--- config.mk ---
export PLATFORM = sky130hd
export DESIGN_NAME = modbus_rtu_master_transaction_top
export DESIGN_NICKNAME = d
export VERILOG_FILES = /design/src/rtl/mrm_pkg.sv /design/src/rtl/mrm_front.sv /design/src/rtl/mrm_back.sv /design/src/rtl/modbus_rtu_master_transaction_top.sv
export SDC_FILE = /design/constraint.sdc
export NUM_CORES = 1
export LEC_CHECK = 0
export BUFFER_PORTS_ARGS = -buffer_cell sky130_fd_sc_hd__buf_2
export CAP_MARGIN = 30
export CORE_MARGIN = 5
export CORE_UTILIZATION = 40
export DETAILED_ROUTE_END_ITERATION = 8
export GPL_TIMING_DRIVEN = 0
export PLACE_DENSITY_LB_ADDON = 0.05
export RECOVER_POWER = 25
export SLEW_MARGIN = 0
export SYNTH_ARGS = -nofsm -noshare
export SYNTH_HDL_FRONTEND = slang
export SYNTH_SLANG_ARGS = --single-unit
--- constraint.sdc ---
create_clock -name clock -period 7.89 [get_ports clock]
set_input_delay 1.578 -clock clock [delete_from_list [all_inputs] [get_ports clock]]
set_output_delay 1.578 -clock clock [all_outputs]
set_load 0.1 [all_outputs]
--- src/rtl/mrm_pkg.sv ---
`default_nettype none
// ----------------------------------------------------------------------------
// mrm_pkg
// Shared types, codes and the CRC-16/MODBUS byte step for the Modbus RTU
// master transaction block.
// ----------------------------------------------------------------------------
package mrm_pkg;

   typedef enum logic [1:0] {
      OP_READ    = 2'd0,
      OP_WRITE   = 2'd1,
      OP_RXBYTE  = 2'd2,
      OP_TIMEOUT = 2'd3
   } op_type;

   typedef enum logic [1:0] {
      KIND_REQ    = 2'd0,
      KIND_DATA   = 2'd1,
      KIND_STATUS = 2'd2
   } kind_type;

   typedef enum logic [3:0] {
      PH_IDLE  = 4'd0,
      PH_UNIT  = 4'd1,
      PH_FUNC  = 4'd2,
      PH_EXC   = 4'd3,
      PH_COUNT = 4'd4,
      PH_DATA  = 4'd5,
      PH_ECHO  = 4'd6,
      PH_CRCLO = 4'd7,
      PH_CRCHI = 4'd8
   } phase_type;

   typedef enum logic {
      MODE_IDLE = 1'b0,
      MODE_SEND = 1'b1
   } mode_type;

   localparam logic [3:0] ST_OK          = 4'd0;
   localparam logic [3:0] ST_BAD_UNIT    = 4'd1;
   localparam logic [3:0] ST_BAD_FUNC    = 4'd2;
   localparam logic [3:0] ST_EXC_BASE    = 4'd2;
   localparam logic [3:0] ST_EXC_UNKNOWN = 4'd7;
   localparam logic [3:0] ST_ECHO_ADDR   = 4'd8;
   localparam logic [3:0] ST_ECHO_VALUE  = 4'd9;
   localparam logic [3:0] ST_CRC         = 4'd10;
   localparam logic [3:0] ST_TIMEOUT     = 4'd11;

   localparam logic [7:0] FUNC_READ  = 8'h03;
   localparam logic [7:0] FUNC_WRITE = 8'h06;
   localparam logic [7:0] EXC_READ   = 8'h83;
   localparam logic [7:0] EXC_WRITE  = 8'h86;
   localparam logic [7:0] EXC_MIN    = 8'h01;
   localparam logic [7:0] EXC_MAX    = 8'h04;

   localparam logic [15:0] CRC_INIT = 16'hFFFF;
   localparam logic [15:0] CRC_POLY = 16'hA001;

   localparam logic [2:0] TX_LAST = 3'd7;
   localparam logic [2:0] TX_CRC_LO = 3'd6;

   typedef struct packed {
      op_type      op;
      logic [7:0]  unit;
      logic [15:0] reg_addr;
      logic [15:0] value;
      logic [7:0]  rx;
   } cmd_type;

   typedef struct packed {
      kind_type   kind;
      logic [7:0] byte_value;
      logic       last;
      logic [3:0] status;
      logic [7:0] exc;
   } rsp_type;

   function automatic logic [15:0] crc_feed(input logic [15:0] crc, input logic [7:0] b);
      logic [15:0] c;
      c = crc ^ {8'h00, b};
      for (int i = 0; i < 8; i++) begin
         c = c[0] ? ((c >> 1) ^ CRC_POLY) : (c >> 1);
      end
      return c;
   endfunction

endpackage
`default_nettype wire

--- src/rtl/mrm_front.sv ---
`default_nettype none
// ----------------------------------------------------------------------------
// mrm_front
// Accepts request beats, classifies the action and holds them in a
// two-entry queue for the transaction engine.
// ----------------------------------------------------------------------------
module mrm_front (
   input  wire logic             clock,
   input  wire logic             reset,
   input  wire logic             req_valid,
   output logic                  req_stall,
   input  wire logic [1:0]       req_action,
   input  wire logic [7:0]       req_target_unit,
   input  wire logic [15:0]      req_start_register,
   input  wire logic [15:0]      req_count_or_value,
   input  wire logic [7:0]       req_rx_byte,
   output logic                  cmd_valid,
   output mrm_pkg::cmd_type      cmd,
   input  wire logic             cmd_pop
);

   mrm_pkg::cmd_type q_ff [2];
   logic             wr_ptr_ff, wr_ptr_in;
   logic             rd_ptr_ff, rd_ptr_in;
   logic [1:0]       count_ff, count_in;
   logic             push;
   logic             pop;
   mrm_pkg::cmd_type new_cmd;

   assign req_stall = (count_ff == 2'd2);
   assign push      = req_valid && !req_stall;
   assign cmd_valid = (count_ff != 2'd0);
   assign pop       = cmd_pop && cmd_valid;
   assign cmd       = q_ff[rd_ptr_ff];

   always_comb begin
      new_cmd.op       = mrm_pkg::op_type'(req_action);
      new_cmd.unit     = req_target_unit;
      new_cmd.reg_addr = req_start_register;
      new_cmd.value    = req_count_or_value;
      new_cmd.rx       = req_rx_byte;
      wr_ptr_in = push ? ~wr_ptr_ff : wr_ptr_ff;
      rd_ptr_in = pop ? ~rd_ptr_ff : rd_ptr_ff;
      count_in  = count_ff + {1'b0, push} - {1'b0, pop};
   end

   always_ff @(posedge clock) begin
      if (reset) begin
         wr_ptr_ff <= 1'b0;
         rd_ptr_ff <= 1'b0;
         count_ff  <= 2'd0;
      end else begin
         wr_ptr_ff <= wr_ptr_in;
         rd_ptr_ff <= rd_ptr_in;
         count_ff  <= count_in;
      end
   end

   always_ff @(posedge clock) begin
      if (push) begin
         q_ff[wr_ptr_ff] <= new_cmd;
      end
   end

endmodule
`default_nettype wire

--- src/rtl/mrm_back.sv ---
`default_nettype none
// ----------------------------------------------------------------------------
// mrm_back
// Transaction engine: sends the request frame byte by byte with its CRC,
// then checks the reply one byte per command and drives the result register.
// ----------------------------------------------------------------------------
module mrm_back (
   input  wire logic             clock,
   input  wire logic             reset,
   input  wire logic             cmd_valid,
   input  wire mrm_pkg::cmd_type cmd,
   output logic                  cmd_pop,
   output logic                  rsp_valid,
   output mrm_pkg::rsp_type      rsp,
   input  wire logic             rsp_stall
);

   mrm_pkg::mode_type  mode_ff, mode_in;
   mrm_pkg::phase_type phase_ff, phase_in;
   logic               is_write_ff, is_write_in;
   logic [7:0]         unit_ff, unit_in;
   logic [15:0]        reg_ff, reg_in;
   logic [15:0]        val_ff, val_in;
   logic [7:0]         byte_count_ff, byte_count_in;
   logic [7:0]         bytes_seen_ff, bytes_seen_in;
   logic [15:0]        crc_ff, crc_in;
   logic [15:0]        echo_ff, echo_in;
   logic [7:0]         crc_lo_ff, crc_lo_in;
   logic [2:0]         tx_idx_ff, tx_idx_in;
   logic               rsp_valid_ff, rsp_valid_in;
   mrm_pkg::rsp_type   rsp_ff, rsp_in;

   logic               out_ready;
   logic               rsp_load;
   logic [7:0]         tx_byte;
   logic [7:0]         b;

   assign out_ready = !rsp_valid_ff || !rsp_stall;
   assign rsp_valid = rsp_valid_ff;
   assign rsp       = rsp_ff;
   assign b         = cmd.rx;

   always_comb begin
      unique case (tx_idx_ff)
         3'd0: tx_byte = unit_ff;
         3'd1: tx_byte = is_write_ff ? mrm_pkg::FUNC_WRITE : mrm_pkg::FUNC_READ;
         3'd2: tx_byte = reg_ff[15:8];
         3'd3: tx_byte = reg_ff[7:0];
         3'd4: tx_byte = val_ff[15:8];
         3'd5: tx_byte = val_ff[7:0];
         3'd6: tx_byte = crc_ff[7:0];
         default: tx_byte = crc_ff[15:8];
      endcase
   end

   always_comb begin
      mode_in       = mode_ff;
      phase_in      = phase_ff;
      is_write_in   = is_write_ff;
      unit_in       = unit_ff;
      reg_in        = reg_ff;
      val_in        = val_ff;
      byte_count_in = byte_count_ff;
      bytes_seen_in = bytes_seen_ff;
      crc_in        = crc_ff;
      echo_in       = echo_ff;
      crc_lo_in     = crc_lo_ff;
      tx_idx_in     = tx_idx_ff;
      cmd_pop       = 1'b0;
      rsp_load      = 1'b0;
      rsp_in        = '0;

      unique case (mode_ff)
         mrm_pkg::MODE_SEND: begin
            if (out_ready) begin
               rsp_load          = 1'b1;
               rsp_in.kind       = mrm_pkg::KIND_REQ;
               rsp_in.byte_value = tx_byte;
               rsp_in.last       = (tx_idx_ff == mrm_pkg::TX_LAST);
               tx_idx_in         = tx_idx_ff + 3'd1;
               if (tx_idx_ff < mrm_pkg::TX_CRC_LO) begin
                  crc_in = mrm_pkg::crc_feed(crc_ff, tx_byte);
               end
               if (tx_idx_ff == mrm_pkg::TX_LAST) begin
                  crc_in  = mrm_pkg::CRC_INIT;
                  mode_in = mrm_pkg::MODE_IDLE;
               end
            end
         end
         mrm_pkg::MODE_IDLE: begin
            if (cmd_valid) begin
               if (cmd.op == mrm_pkg::OP_READ || cmd.op == mrm_pkg::OP_WRITE) begin
                  cmd_pop       = 1'b1;
                  is_write_in   = (cmd.op == mrm_pkg::OP_WRITE);
                  unit_in       = cmd.unit;
                  reg_in        = cmd.reg_addr;
                  val_in        = cmd.value;
                  byte_count_in = 8'd0;
                  bytes_seen_in = 8'd0;
                  echo_in       = 16'd0;
                  crc_lo_in     = 8'd0;
                  crc_in        = mrm_pkg::CRC_INIT;
                  phase_in      = mrm_pkg::PH_UNIT;
                  tx_idx_in     = 3'd0;
                  mode_in       = mrm_pkg::MODE_SEND;
               end else if (phase_ff == mrm_pkg::PH_IDLE) begin
                  cmd_pop = 1'b1;
               end else if (out_ready) begin
                  cmd_pop = 1'b1;
                  if (cmd.op == mrm_pkg::OP_TIMEOUT) begin
                     rsp_load      = 1'b1;
                     rsp_in.kind   = mrm_pkg::KIND_STATUS;
                     rsp_in.status = mrm_pkg::ST_TIMEOUT;
                     phase_in      = mrm_pkg::PH_IDLE;
                  end else begin
                     unique case (phase_ff)
                        mrm_pkg::PH_UNIT: begin
                           if (b != unit_ff) begin
                              rsp_load      = 1'b1;
                              rsp_in.kind   = mrm_pkg::KIND_STATUS;
                              rsp_in.status = mrm_pkg::ST_BAD_UNIT;
                              phase_in      = mrm_pkg::PH_IDLE;
                           end else begin
                              crc_in   = mrm_pkg::crc_feed(crc_ff, b);
                              phase_in = mrm_pkg::PH_FUNC;
                           end
                        end
                        mrm_pkg::PH_FUNC: begin
                           priority if (b == (is_write_ff ? mrm_pkg::EXC_WRITE
                                                          : mrm_pkg::EXC_READ)) begin
                              phase_in = mrm_pkg::PH_EXC;
                           end else if (b == (is_write_ff ? mrm_pkg::FUNC_WRITE
                                                          : mrm_pkg::FUNC_READ)) begin
                              crc_in        = mrm_pkg::crc_feed(crc_ff, b);
                              phase_in      = is_write_ff ? mrm_pkg::PH_ECHO
                                                          : mrm_pkg::PH_COUNT;
                              bytes_seen_in = 8'd0;
                           end else begin
                              rsp_load      = 1'b1;
                              rsp_in.kind   = mrm_pkg::KIND_STATUS;
                              rsp_in.status = mrm_pkg::ST_BAD_FUNC;
                              phase_in      = mrm_pkg::PH_IDLE;
                           end
                        end
                        mrm_pkg::PH_EXC: begin
                           rsp_load    = 1'b1;
                           rsp_in.kind = mrm_pkg::KIND_STATUS;
                           rsp_in.exc  = b;
                           if (b >= mrm_pkg::EXC_MIN && b <= mrm_pkg::EXC_MAX) begin
                              rsp_in.status = b[3:0] + mrm_pkg::ST_EXC_BASE;
                           end else begin
                              rsp_in.status = mrm_pkg::ST_EXC_UNKNOWN;
                           end
                           phase_in = mrm_pkg::PH_IDLE;
                        end
                        mrm_pkg::PH_COUNT: begin
                           crc_in        = mrm_pkg::crc_feed(crc_ff, b);
                           byte_count_in = b;
                           bytes_seen_in = 8'd0;
                           phase_in      = (b == 8'd0) ? mrm_pkg::PH_CRCLO
                                                       : mrm_pkg::PH_DATA;
                        end
                        mrm_pkg::PH_DATA: begin
                           crc_in        = mrm_pkg::crc_feed(crc_ff, b);
                           bytes_seen_in = bytes_seen_ff + 8'd1;
                           if (bytes_seen_in == byte_count_ff) begin
                              phase_in = mrm_pkg::PH_CRCLO;
                           end
                           rsp_load          = 1'b1;
                           rsp_in.kind       = mrm_pkg::KIND_DATA;
                           rsp_in.byte_value = b;
                        end
                        mrm_pkg::PH_ECHO: begin
                           crc_in        = mrm_pkg::crc_feed(crc_ff, b);
                           echo_in       = {echo_ff[7:0], b};
                           bytes_seen_in = bytes_seen_ff + 8'd1;
                           priority if (bytes_seen_in == 8'd2 && echo_in != reg_ff) begin
                              rsp_load      = 1'b1;
                              rsp_in.kind   = mrm_pkg::KIND_STATUS;
                              rsp_in.status = mrm_pkg::ST_ECHO_ADDR;
                              phase_in      = mrm_pkg::PH_IDLE;
                           end else if (bytes_seen_in >= 8'd4) begin
                              if (echo_in != val_ff) begin
                                 rsp_load      = 1'b1;
                                 rsp_in.kind   = mrm_pkg::KIND_STATUS;
                                 rsp_in.status = mrm_pkg::ST_ECHO_VALUE;
                                 phase_in      = mrm_pkg::PH_IDLE;
                              end else begin
                                 phase_in = mrm_pkg::PH_CRCLO;
                              end
                           end else begin
                              phase_in = phase_ff;
                           end
                        end
                        mrm_pkg::PH_CRCLO: begin
                           crc_lo_in = b;
                           phase_in  = mrm_pkg::PH_CRCHI;
                        end
                        mrm_pkg::PH_CRCHI: begin
                           rsp_load    = 1'b1;
                           rsp_in.kind = mrm_pkg::KIND_STATUS;
                           if (crc_lo_ff == crc_ff[7:0] && b == crc_ff[15:8]) begin
                              rsp_in.status = mrm_pkg::ST_OK;
                           end else begin
                              rsp_in.status = mrm_pkg::ST_CRC;
                           end
                           phase_in = mrm_pkg::PH_IDLE;
                        end
                        default: begin
                           phase_in = mrm_pkg::PH_IDLE;
                        end
                     endcase
                  end
               end
            end
         end
         default: begin
            mode_in = mrm_pkg::MODE_IDLE;
         end
      endcase

      if (rsp_load) begin
         rsp_valid_in = 1'b1;
      end else if (!rsp_stall) begin
         rsp_valid_in = 1'b0;
      end else begin
         rsp_valid_in = rsp_valid_ff;
      end
   end

   always_ff @(posedge clock) begin
      if (reset) begin
         mode_ff       <= mrm_pkg::MODE_IDLE;
         phase_ff      <= mrm_pkg::PH_IDLE;
         is_write_ff   <= 1'b0;
         unit_ff       <= 8'd0;
         reg_ff        <= 16'd0;
         val_ff        <= 16'd0;
         byte_count_ff <= 8'd0;
         bytes_seen_ff <= 8'd0;
         crc_ff        <= mrm_pkg::CRC_INIT;
         echo_ff       <= 16'd0;
         crc_lo_ff     <= 8'd0;
         tx_idx_ff     <= 3'd0;
         rsp_valid_ff  <= 1'b0;
      end else begin
         mode_ff       <= mode_in;
         phase_ff      <= phase_in;
         is_write_ff   <= is_write_in;
         unit_ff       <= unit_in;
         reg_ff        <= reg_in;
         val_ff        <= val_in;
         byte_count_ff <= byte_count_in;
         bytes_seen_ff <= bytes_seen_in;
         crc_ff        <= crc_in;
         echo_ff       <= echo_in;
         crc_lo_ff     <= crc_lo_in;
         tx_idx_ff     <= tx_idx_in;
         rsp_valid_ff  <= rsp_valid_in;
      end
   end

   always_ff @(posedge clock) begin
      if (rsp_load) begin
         rsp_ff <= rsp_in;
      end
   end

endmodule
`default_nettype wire

--- src/rtl/modbus_rtu_master_transaction_top.sv ---
`default_nettype none
// ----------------------------------------------------------------------------
// modbus_rtu_master_transaction_top
// Modbus RTU master for one read-holding or write-single transaction at a
// time: builds the request frame and checks the reply byte by byte.
// ----------------------------------------------------------------------------
// Items enter a two-entry queue at up to one per cycle while req_stall is
// low. The engine loads a start item, then sends the eight request beats,
// one per cycle while rsp_stall is low, with the CRC advanced a byte per
// cycle over the first six bytes. A new start drops any transaction in
// progress without a status beat; bytes and timeouts that arrive while no
// transaction is open are dropped silently.
module modbus_rtu_master_transaction_top (
   input  wire logic        clock,
   input  wire logic        reset,
   input  wire logic        req_valid,
   output logic             req_stall,
   input  wire logic [1:0]  req_action,
   input  wire logic [7:0]  req_target_unit,
   input  wire logic [15:0] req_start_register,
   input  wire logic [15:0] req_count_or_value,
   input  wire logic [7:0]  req_rx_byte,
   output logic             rsp_valid,
   input  wire logic        rsp_stall,
   output logic [1:0]       rsp_kind,
   output logic [7:0]       rsp_byte_value,
   output logic             rsp_last,
   output logic [3:0]       rsp_status,
   output logic [7:0]       rsp_exception_code
);

   logic             cmd_valid;
   logic             cmd_pop;
   mrm_pkg::cmd_type cmd;
   mrm_pkg::rsp_type rsp;

   mrm_front u_front (
      .clock              (clock),
      .reset              (reset),
      .req_valid          (req_valid),
      .req_stall          (req_stall),
      .req_action         (req_action),
      .req_target_unit    (req_target_unit),
      .req_start_register (req_start_register),
      .req_count_or_value (req_count_or_value),
      .req_rx_byte        (req_rx_byte),
      .cmd_valid          (cmd_valid),
      .cmd                (cmd),
      .cmd_pop            (cmd_pop)
   );

   mrm_back u_back (
      .clock     (clock),
      .reset     (reset),
      .cmd_valid (cmd_valid),
      .cmd       (cmd),
      .cmd_pop   (cmd_pop),
      .rsp_valid (rsp_valid),
      .rsp       (rsp),
      .rsp_stall (rsp_stall)
   );

   assign rsp_kind           = rsp.kind;
   assign rsp_byte_value     = rsp.byte_value;
   assign rsp_last           = rsp.last;
   assign rsp_status         = rsp.status;
   assign rsp_exception_code = rsp.exc;

   a_last_is_request: assert property (@(posedge clock) disable iff (reset)
      rsp_valid && rsp_last |-> rsp_kind == mrm_pkg::KIND_REQ)
      else $error("last flag on a non-request beat");

   a_status_no_byte: assert property (@(posedge clock) disable iff (reset)
      rsp_valid && rsp_kind == mrm_pkg::KIND_STATUS |-> rsp_byte_value == 8'd0)
      else $error("status beat carries a byte value");

   a_exc_only_in_exception: assert property (@(posedge clock) disable iff (reset)
      rsp_valid && rsp_exception_code != 8'd0 |->
         rsp_kind == mrm_pkg::KIND_STATUS && rsp_status >= 4'd3 && rsp_status <= 4'd7)
      else $error("exception code outside an exception status");

endmodule
`default_nettype wire
==> metrics.yaml <==
wl_um: 29070
synth_top_area_share_pct: 34.19
finalSetupViolCount: 0
start_util_pct: 40.31
ir_worst_vdd_uv: 187.5
wl_per_cell_um: 19.91
cts_hold_buffers: 0
post_cts_buffers: 0
cts_buffers: 27
vias: 7789
muxShareOfSynthArea_pct: 7.331
clock_skew_ns: 0.01026
synth.avg_cell_area_um2: 10.95
clkLatencyLatePin_ns: 0.54
stdcell_count: 1460
grt_max_degree: 38
dpl_cell_area_mm2: 0.01170
syn_area_mm2: 0.01080
yosys.area_share.simple_pct: 12.07
die_width_um: 174.3
rsz0062_at_grt: "no"
fmax_mhz: 230.3
final_nets: 1163
fin_crit_ns: 4.342
areaGrowthSynthToFinish_pct: 17.14
antenna_found_initial: 0
yosysMostFrequentCell: "nor2_1"
hold_viol_final: 0
grt_pass1_vias: 7610
regToRegSetupSlack_ns: 3.55
synth.distinct_cells: 78
crit_fanout: 23
reg2regPathDepth: 11
cp-endpoint: "u_back.rsp[17]"
synth_compound_area_share_pct: 13.11
power.density_mw_per_mm2: 401.9
r2r-end: "u_back.rsp[17]"
netlist_top_cells_count: "nor2_1, edfxtp_1, dfxtp_1"
ant_nets: 0
slew_headroom_pct: 32.48
hpwl_um: 21360
place_worst_setup_slack_ns: 3.579
syn_inst: 987
synthAdderAreaFrac_pct: 1.274
synthArstFlopShare_pct: 0
coreArea_mm2: 0.02680
grtUsageTotal_pct: 18.49
synth-edff-count: 123
die-area_mm2: 0.03039
diodes: 0
holdCritPathClass: "reg2reg"
syn-num-nets: 1052
maxSlewViolCount: 0
synth_xor_area_share_pct: 9.578
synth-seq-cells: 226
port_buffers: 78
vias_per_cell: 5.335
drv_cap: 0
critPathRequiredTime_ns: 7.95
die_h_um: 174.3
yosysSeqAreaShare_pct: 53.28
synth_top_area_cell: "edfxtp_1"
cts-root-buf: "clkbuf_16"
outcome: "completed"
worstMarginPinSlew_ns: 1.013
setup_ws_ns: 3.548
cts.sinks: 226
whs_ns: 0.5205
cts.clk_slew.worst_paths_ns: 0.06
p_total_mw: 5.086
start_kind: "flip-flop"
finalCritPeriodShare_pct: 55.03
overflow: 0
utilization_pct: 47.22
power.leakage_nw: 4.371
drc: 0
place_congestion: 0.9079
critPathKind: "reg2reg"
cp-end-kind: "flip-flop"
drtPass1Iterations: 6
rows: 60
ios: 79
place_inst: 1409
grt_pass1_wl_um: 44480
fin_area_mm2: 0.01265
fin_tns_setup_ns: 0
synth_top_family_by_area: "compound AO/OA/AOI/OAI gates"
h-tree-depth: 1
cts-resized-gates: 0
synthTopCellsByArea: "edfxtp_1, dfxtp_1, xnor2_1"
drt_iter0_drc: 660
cp.arrival_ns: 4.41
cts_tree: "done"
drive_above_1_share_pct: 13.85
clockBufferDepth: 3
yosysWarningCount: 0
synthFlopType: "edfxtp_1"
area by class of cell:
cell class / count / area, um^2
buffer: 65 / 291.5
multi-input combinational: 677 / 4693
fill: 2534 / 14150
clock inverter: 20 / 287.8
sequential: 226 / 5756
clock buffer: 30 / 686.9
inverter: 19 / 71.32
tap: 341 / 426.7
timing repair buffer: 82 / 441.7
layer usage:
layer	global-route usage (%)	part of all wire (%)	vias to the layer above
met3	3.110	5.3	53
met2	30.19	46	235
met1	25.19	46	3673
met4	5.873	3.0	0
met5	0	0	-
li1	-	-	3828
power breakdown:
part	switching (mW)	internal, mW	total, mW
clock	0.493	0.857	1.35
combinational	1.28	0.760	2.04
sequential	0.198	1.50	1.70
worst max-delay path: stages (launching register included):
cell	delay, ns
dfxtp_1	0.33
buf_6	0.13
buf_2	0.32
mux2i_1	0.80
clkbuf_1	0.61
xor2_1	0.20
nand4_1	0.23
nand2_1	0.16
a21oi_1	0.11
nor3_1	0.26
a21o_1	0.17
nand2_1	0.53
state kept, by name, summed over array words and instances, names as in the netlist, named ones only:
| signal | flops |
|---|---|
| u_front.q_ff | 100 |
| u_back.rsp | 23 |
| u_back.crc_ff | 16 |
| u_back.reg_ff | 16 |
| u_back.val_ff | 16 |
| u_back.byte_count_ff | 8 |
| u_back.bytes_seen_ff | 8 |
| u_back.crc_lo_ff | 8 |
| u_back.echo_ff | 8 |
| u_back.unit_ff | 8 |
| u_back.phase_ff | 4 |
| u_back.tx_idx_ff | 3 |
| u_front.count_ff | 2 |
| u_back.is_write_ff | 1 |
| u_back.mode_ff | 1 |
| u_back.rsp_valid | 1 |
| u_front.rd_ptr_ff | 1 |
| u_front.wr_ptr_ff | 1 |
placed cells by master (no fill, tap or decap), types with 6 or more instances in the layout:
cell type / count
a211oi_1: 45
a21oi_1: 52
a221oi_1: 8
a31oi_1: 8
buf_2: 64
bufinv_16: 7
clkbuf_1: 72
clkbuf_16: 27
dfxtp_1: 103
edfxtp_1: 123
ha_1: 11
inv_1: 19
mux2_2: 7
mux2i_1: 64
nand2_1: 50
nand2b_1: 7
nand3_1: 13
nand4_1: 11
nor2_1: 128
nor2b_1: 6
nor3_1: 19
nor4_1: 6
o21ai_0: 22
o22ai_1: 11
or3_1: 8
xnor2_1: 93
xor2_1: 18
how the worst min path moves through the flow:
| stage | from | end | slack (ns) | depth (start not counted) |
|---|---|---|---|---|
| after CTS | u_back.crc_lo_ff[4] | u_back.crc_lo_ff[4] | 0.52 | 2 |
| final | u_back.byte_count_ff[0] | u_back.byte_count_ff[0] | 0.52 | 2 |
| after global placement | u_back.crc_lo_ff[6] | u_back.crc_lo_ff[6] | 0.50 | 2 |
| after floorplan | u_back.byte_count_ff[6] | u_back.byte_count_ff[6] | 0.46 | 2 |
| after global routing | u_back.crc_lo_ff[0] | u_back.crc_lo_ff[0] | 0.54 | 2 |
| after detailed placement | u_front.rd_ptr_ff | u_front.rd_ptr_ff | 0.51 | 2 |
kinds of logic after synthesis:
| kind of cell | count (synthesis) |
|---|---|
| xor+xnor | 114 |
| simple gates | 279 |
| flops | 226 |
| mux | 75 |
| buf+inv | 84 |
| compound gates | 198 |
| fa+ha+maj | 11 |
No activity file was read; power rests on OpenSTA's default activity.
